<file path="src/hw/rtl/ptsch_pkg.sv">
// ----------------------------------------------------------------------------
// ptsch_pkg
// Shared types and constants for the priority task scheduler: item structs,
// status codes, controller states and the command/status bundles.
// ----------------------------------------------------------------------------
package ptsch_pkg;

    localparam int unsigned LEVELS   = 16;
    localparam int unsigned LVL_W    = $clog2(LEVELS);
    localparam int unsigned DEPTH    = 16;
    localparam int unsigned SLOT_W   = $clog2(DEPTH);
    localparam int unsigned FILL_W   = $clog2(DEPTH + 1);
    localparam int unsigned ADDR_W   = LVL_W + SLOT_W;
    localparam int unsigned ENTRIES  = LEVELS * DEPTH;
    localparam int unsigned ID_W     = 32;
    localparam int unsigned TAG_W    = 32;
    localparam int unsigned RUN_W    = 8;
    localparam int unsigned QCNT_W   = 9;
    localparam int unsigned PRIO_W   = 4;

    localparam logic OP_SUBMIT = 1'b0;
    localparam logic OP_FINISH = 1'b1;

    localparam logic [RUN_W-1:0] MAX_CONC_RESET = RUN_W'(1);

    typedef enum logic [2:0] {
        ST_STARTED  = 3'd0,
        ST_QUEUED   = 3'd1,
        ST_FREED    = 3'd2,
        ST_REJECTED = 3'd3,
        ST_IDLE     = 3'd4
    } t_status;

    typedef enum logic [1:0] {
        S_READY,
        S_DECIDE,
        S_LOAD
    } t_state;

    typedef struct packed {
        logic              op;
        logic [PRIO_W-1:0] priority_req;
        logic [TAG_W-1:0]  task_tag;
    } t_in_item;

    typedef struct packed {
        logic [2:0]        status;
        logic [ID_W-1:0]   task_id;
        logic [TAG_W-1:0]  task_tag_out;
        logic [RUN_W-1:0]  running_count;
        logic [QCNT_W-1:0] queued_count;
    } t_out_item;

    typedef struct packed {
        logic accept;
        logic decide;
        logic load;
    } t_cmd;

    typedef struct packed {
        logic out_hold;
    } t_sts;

endpackage

</file>
<file path="src/hw/rtl/ptsch_ctrl.sv">
// ----------------------------------------------------------------------------
// ptsch_ctrl
// Controller: sequences each item through capture, decision and result load,
// and drives the input stall.
// ----------------------------------------------------------------------------
module ptsch_ctrl (
    input  logic              i_clk,
    input  logic              i_rst_n,
    input  logic              i_in_valid,
    output logic              o_in_stall,
    input  ptsch_pkg::t_sts   i_sts,
    output ptsch_pkg::t_cmd   o_cmd
);

    ptsch_pkg::t_state r_state;
    ptsch_pkg::t_state n_state;
    logic              in_open;

    always_ff @(posedge i_clk) begin
        if (!i_rst_n) begin
            r_state <= ptsch_pkg::S_READY;
        end else begin
            r_state <= n_state;
        end
    end

    always_comb begin
        n_state = r_state;
        case (r_state)
            ptsch_pkg::S_READY: begin
                if (i_in_valid) begin
                    n_state = ptsch_pkg::S_DECIDE;
                end
            end
            ptsch_pkg::S_DECIDE: begin
                n_state = ptsch_pkg::S_LOAD;
            end
            ptsch_pkg::S_LOAD: begin
                if (!i_sts.out_hold) begin
                    n_state = i_in_valid ? ptsch_pkg::S_DECIDE : ptsch_pkg::S_READY;
                end
            end
            default: begin
                n_state = ptsch_pkg::S_READY;
            end
        endcase
    end

    always_comb begin
        in_open      = 1'b0;
        o_cmd.decide = 1'b0;
        o_cmd.load   = 1'b0;
        case (r_state)
            ptsch_pkg::S_READY: begin
                in_open = 1'b1;
            end
            ptsch_pkg::S_DECIDE: begin
                o_cmd.decide = 1'b1;
            end
            ptsch_pkg::S_LOAD: begin
                in_open    = !i_sts.out_hold;
                o_cmd.load = !i_sts.out_hold;
            end
            default: begin
                in_open = 1'b0;
            end
        endcase
        o_in_stall   = !in_open;
        o_cmd.accept = i_in_valid && in_open;
    end

endmodule

</file>
<file path="config.mk">
export PLATFORM = sky130hd
export DESIGN_NAME = ptsch_ctrl
export DESIGN_NICKNAME = d
export VERILOG_FILES = /design/src/hw/rtl/ptsch_pkg.sv /design/src/hw/rtl/ptsch_ctrl.sv
export SDC_FILE = /design/constraint.sdc
export NUM_CORES = 1
export LEC_CHECK = 0
export BUFFER_PORTS_ARGS = -buffer_cell sky130_fd_sc_hd__buf_2
export CAP_MARGIN = 20
export CORE_AREA = 2 2 39 41
export CTS_BUF_LIST = sky130_fd_sc_hd__clkbuf_16
export DETAILED_ROUTE_END_ITERATION = 8
export DIE_AREA = 0 0 41 43
export PLACE_DENSITY = 0.34
export SYNTH_ARGS = -nofsm -noshare
export SYNTH_HDL_FRONTEND = slang
export SYNTH_SLANG_ARGS = --single-unit
</file>
<file path="constraint.sdc">
create_clock -name i_clk -period 1.7 [get_ports i_clk]
set_clock_uncertainty 0.05 [all_clocks]
set_input_delay 0.17 -clock i_clk [delete_from_list [all_inputs] [get_ports i_clk]]
set_output_delay 0.17 -clock i_clk [all_outputs]
set_load 0.02 [all_outputs]
</file>
==> run_results.csv <==
group,metric,value,unit
cts,cts_buffer_depth,2,
pwr,seqPwrFrac,12.1,%
drt,dr.first_iter.drc_count,3,
worst_setup_path,required,1.48,ns
place,place_inst,34,
sta,finalSetupViolCount,0,
hold_path,hold_depth,2,
cells_and_area,design_area,230,µm²
cts,cts_htree_levels,1,
pwr,p_comb_share,6.9,%
cells_and_area,largest_register,"r_state",
cells_and_area,num-nets-final,27,
global_route,gr-total-overflow,0,
die,fp-row-count,14,
hold_path,min_to,"r_state[1]$_SDFFE_PN0P_",
pwr,power.density,1880,mW/mm²
cts,cts-root-buf,"clkbuf_16",
worst_setup_path,startpoint_type,"register",
cells_and_area,utilization,16.6,%
pwr,leakage,0.113,nW
cts,clkLatencyLatePin,0.22,ns
place,dpl_cell_area,155,µm²
global_route,grt_usage,5.81,%
drt,post_drt_wl_per_cell,9.14,µm
cells_and_area,reg.largest.list,"r_state (2)",
cts,cts.repair.resized,0,
yosys,syn_inst,12,
worst_setup_path,r2r_start,"r_state[1]$_SDFFE_PN0P_",
place,portBuffers,7,
run,drv_cap,0,
sta,hold_slack,0.140,ns
sta,tightest_slew,0.116,ns
die,io_pins,8,
die,die_area,0.00176,mm²
yosys,synth-seq-area-share,37.2,%
cells_and_area,largest_reg_flops,2,
hold_path,min_from,"i_rst_n",
sta,maxSlewViolCount,0,
yosys,syn_area,108,µm²
global_route,grt_pass1_vias,135,
cells_and_area,fin_cells,37,
cts,cts_tree,"done",
drt,drc,0,
cells_and_area,area.growth.synth_to_final,114,%
drt,vias,116,
worst_setup_path,endpoint_kind,"output pin",
sta,final.setup.tns,0,ns
yosys,syn_nets,16,
pwr,sw_frac_of_total,16.5,%
cts,ctsHoldBuffers,0,
sta,slew_headroom,92.3,%
place,hpwlAfterDp,261,µm
die,die_h,43,µm
sta,hold_viol_final,0,
worst_setup_path,arrival,0.98,ns
hold_path,hp-class,"primary input to register",
pwr,irDropWorstVdd,448,µV
cells_and_area,num_antenna_cells,0,
worst_setup_path,reg2reg_slack,0.86,ns
pwr,p_int,0.362,mW
cts,clkTransAtPathRegs,0.03,ns
cts,cts-buffers-inserted,3,
place,gp_congestion,0.603,
yosys,synth_top_area_cell,"dfxtp_1",
drt,finalWirelength,338,µm
worst_setup_path,worst-setup-path-type,"register to output pin",
cts,post_cts_buffers,0,
sta,fin_crit_sh,70.8,%
global_route,grt_pass1_wl,565,µm
cells_and_area,final_layout_size_suffix_gt1_share,52.4,%
drt,via_per_inst,3.14,
die,start_util,7.78,%
sta,fin_crit,1.20,ns
cts,clock-sinks,2,
worst_setup_path,r2r_end,"r_state[1]$_SDFFE_PN0P_",
sta,rsz0062_at_grt,"no",
worst_setup_path,cp_max_fo,3,
sta,timing.fmax,0.831,GHz
pwr,power_switching,0.0716,mW
global_route,antenna_found_initial,0,
global_route,grt_max_degree,6,
yosys,ys_seq_elements,2,
pwr,p_clk_share,81.0,%
outcome,run_status,"complete, no violations",
yosys,synth.avg_cell_area,8.97,µm²
yosys,synth_top_cell_area_share,37.2,%
die,die_width,41,µm
yosys,ys_warn_count,0,
yosys,synth_area_leaders,"dfxtp_1, nand2b_1, and4b_1, and2b_2, and3b_1",
drt,drt_pass1_iterations,4,
worst_setup_path,r2r_cells,2,
yosys,synth.distinct_cells,9,
drt,detail-route-antenna-nets,0,
die,coreArea,0.00138,mm²
cells_and_area,nFillCells,159,
synthesized netlist by cell type:
master and instances:
and2b_2 1, and3b_1 1, and4b_1 1, buf_4 1
dfxtp_1 2, nand2_1 2, nand2b_1 2, nor2_1 1
o2bb2ai_1 1
area by class of cell:
| type | count | area, µm² | area share [%] |
|---|---|---|---|
| clock buffers | 3 | 75.1 | 32.6 |
| multi-input cells | 9 | 60.1 | 26.1 |
| flip-flops and latches | 2 | 40.0 | 17.4 |
| well taps | 16 | 20.0 | 8.70 |
| repair buffers | 7 | 35.0 | 15.2 |
logic make-up after synthesis:
kind of cell    Yosys count  synth area share [%]
simple gates              8                  47.7
compound gates            1                  8.14
flops                     2                  37.2
buf+inv                   1                  6.98
layer usage:
layer,up-vias,part of all wire (%),track usage (%)
li1,59,-,-
met1,45,54,7.01
met2,10,25,4.38
met3,2,17,6.81
met4,0,2.7,6.00
met5,-,0,0
critical path: stages, from the launching register on:
cell     delay [ns]
dfxtp_1        0.33
nand2_1        0.08
and3b_1        0.19
buf_2          0.16
through the flow:
step / power, mW / setup slack [ns]
3_3_place_gp: 0.0815 / 0.761
4_1_cts: 0.438 / 0.493
2_1_floorplan: 0.0722 / 0.745
3_5_place_dp: 0.0830 / 0.727
5_1_grt: 0.449 / 0.435
6_report: 0.434 / 0.497
power by group through the flow:
stage | Combinational [mW] | Sequential, mW | Clock, mW
final | 0.0300 | 0.0524 | 0.351
after floorplan | 0.0198 | 0.0523 | 0
after detailed placement | 0.0300 | 0.0530 | 0
after global routing | 0.0334 | 0.0533 | 0.362
after global placement | 0.0289 | 0.0526 | 0
after CTS | 0.0300 | 0.0524 | 0.355
how the worst max path moves through the flow:
stage	from	endpoint	slack (ns)	cells after the start
4_1_cts	r_state[0]$_SDFFE_PN0P_	o_cmd[0]	0.49	3
3_5_place_dp	r_state[1]$_SDFFE_PN0P_	o_cmd[2]	0.73	3
2_1_floorplan	r_state[0]$_SDFFE_PN0P_	o_cmd[0]	0.75	2
6_report	r_state[1]$_SDFFE_PN0P_	o_cmd[2]	0.50	3
3_3_place_gp	r_state[1]$_SDFFE_PN0P_	o_cmd[2]	0.76	3
5_1_grt	r_state[0]$_SDFFE_PN0P_	o_cmd[0]	0.43	3
placed cells by master (no fill, tap or decap):
| master | instances |
|---|---|
| and4b_1 | 1 |
| nor2_1 | 1 |
| buf_2 | 7 |
| and3b_1 | 1 |
| o2bb2ai_1 | 1 |
| clkbuf_16 | 3 |
| nand2b_1 | 2 |
| nand2_1 | 2 |
| and2b_2 | 1 |
| dfxtp_1 | 2 |
Note: power is estimated with default switching activity, not from simulation.
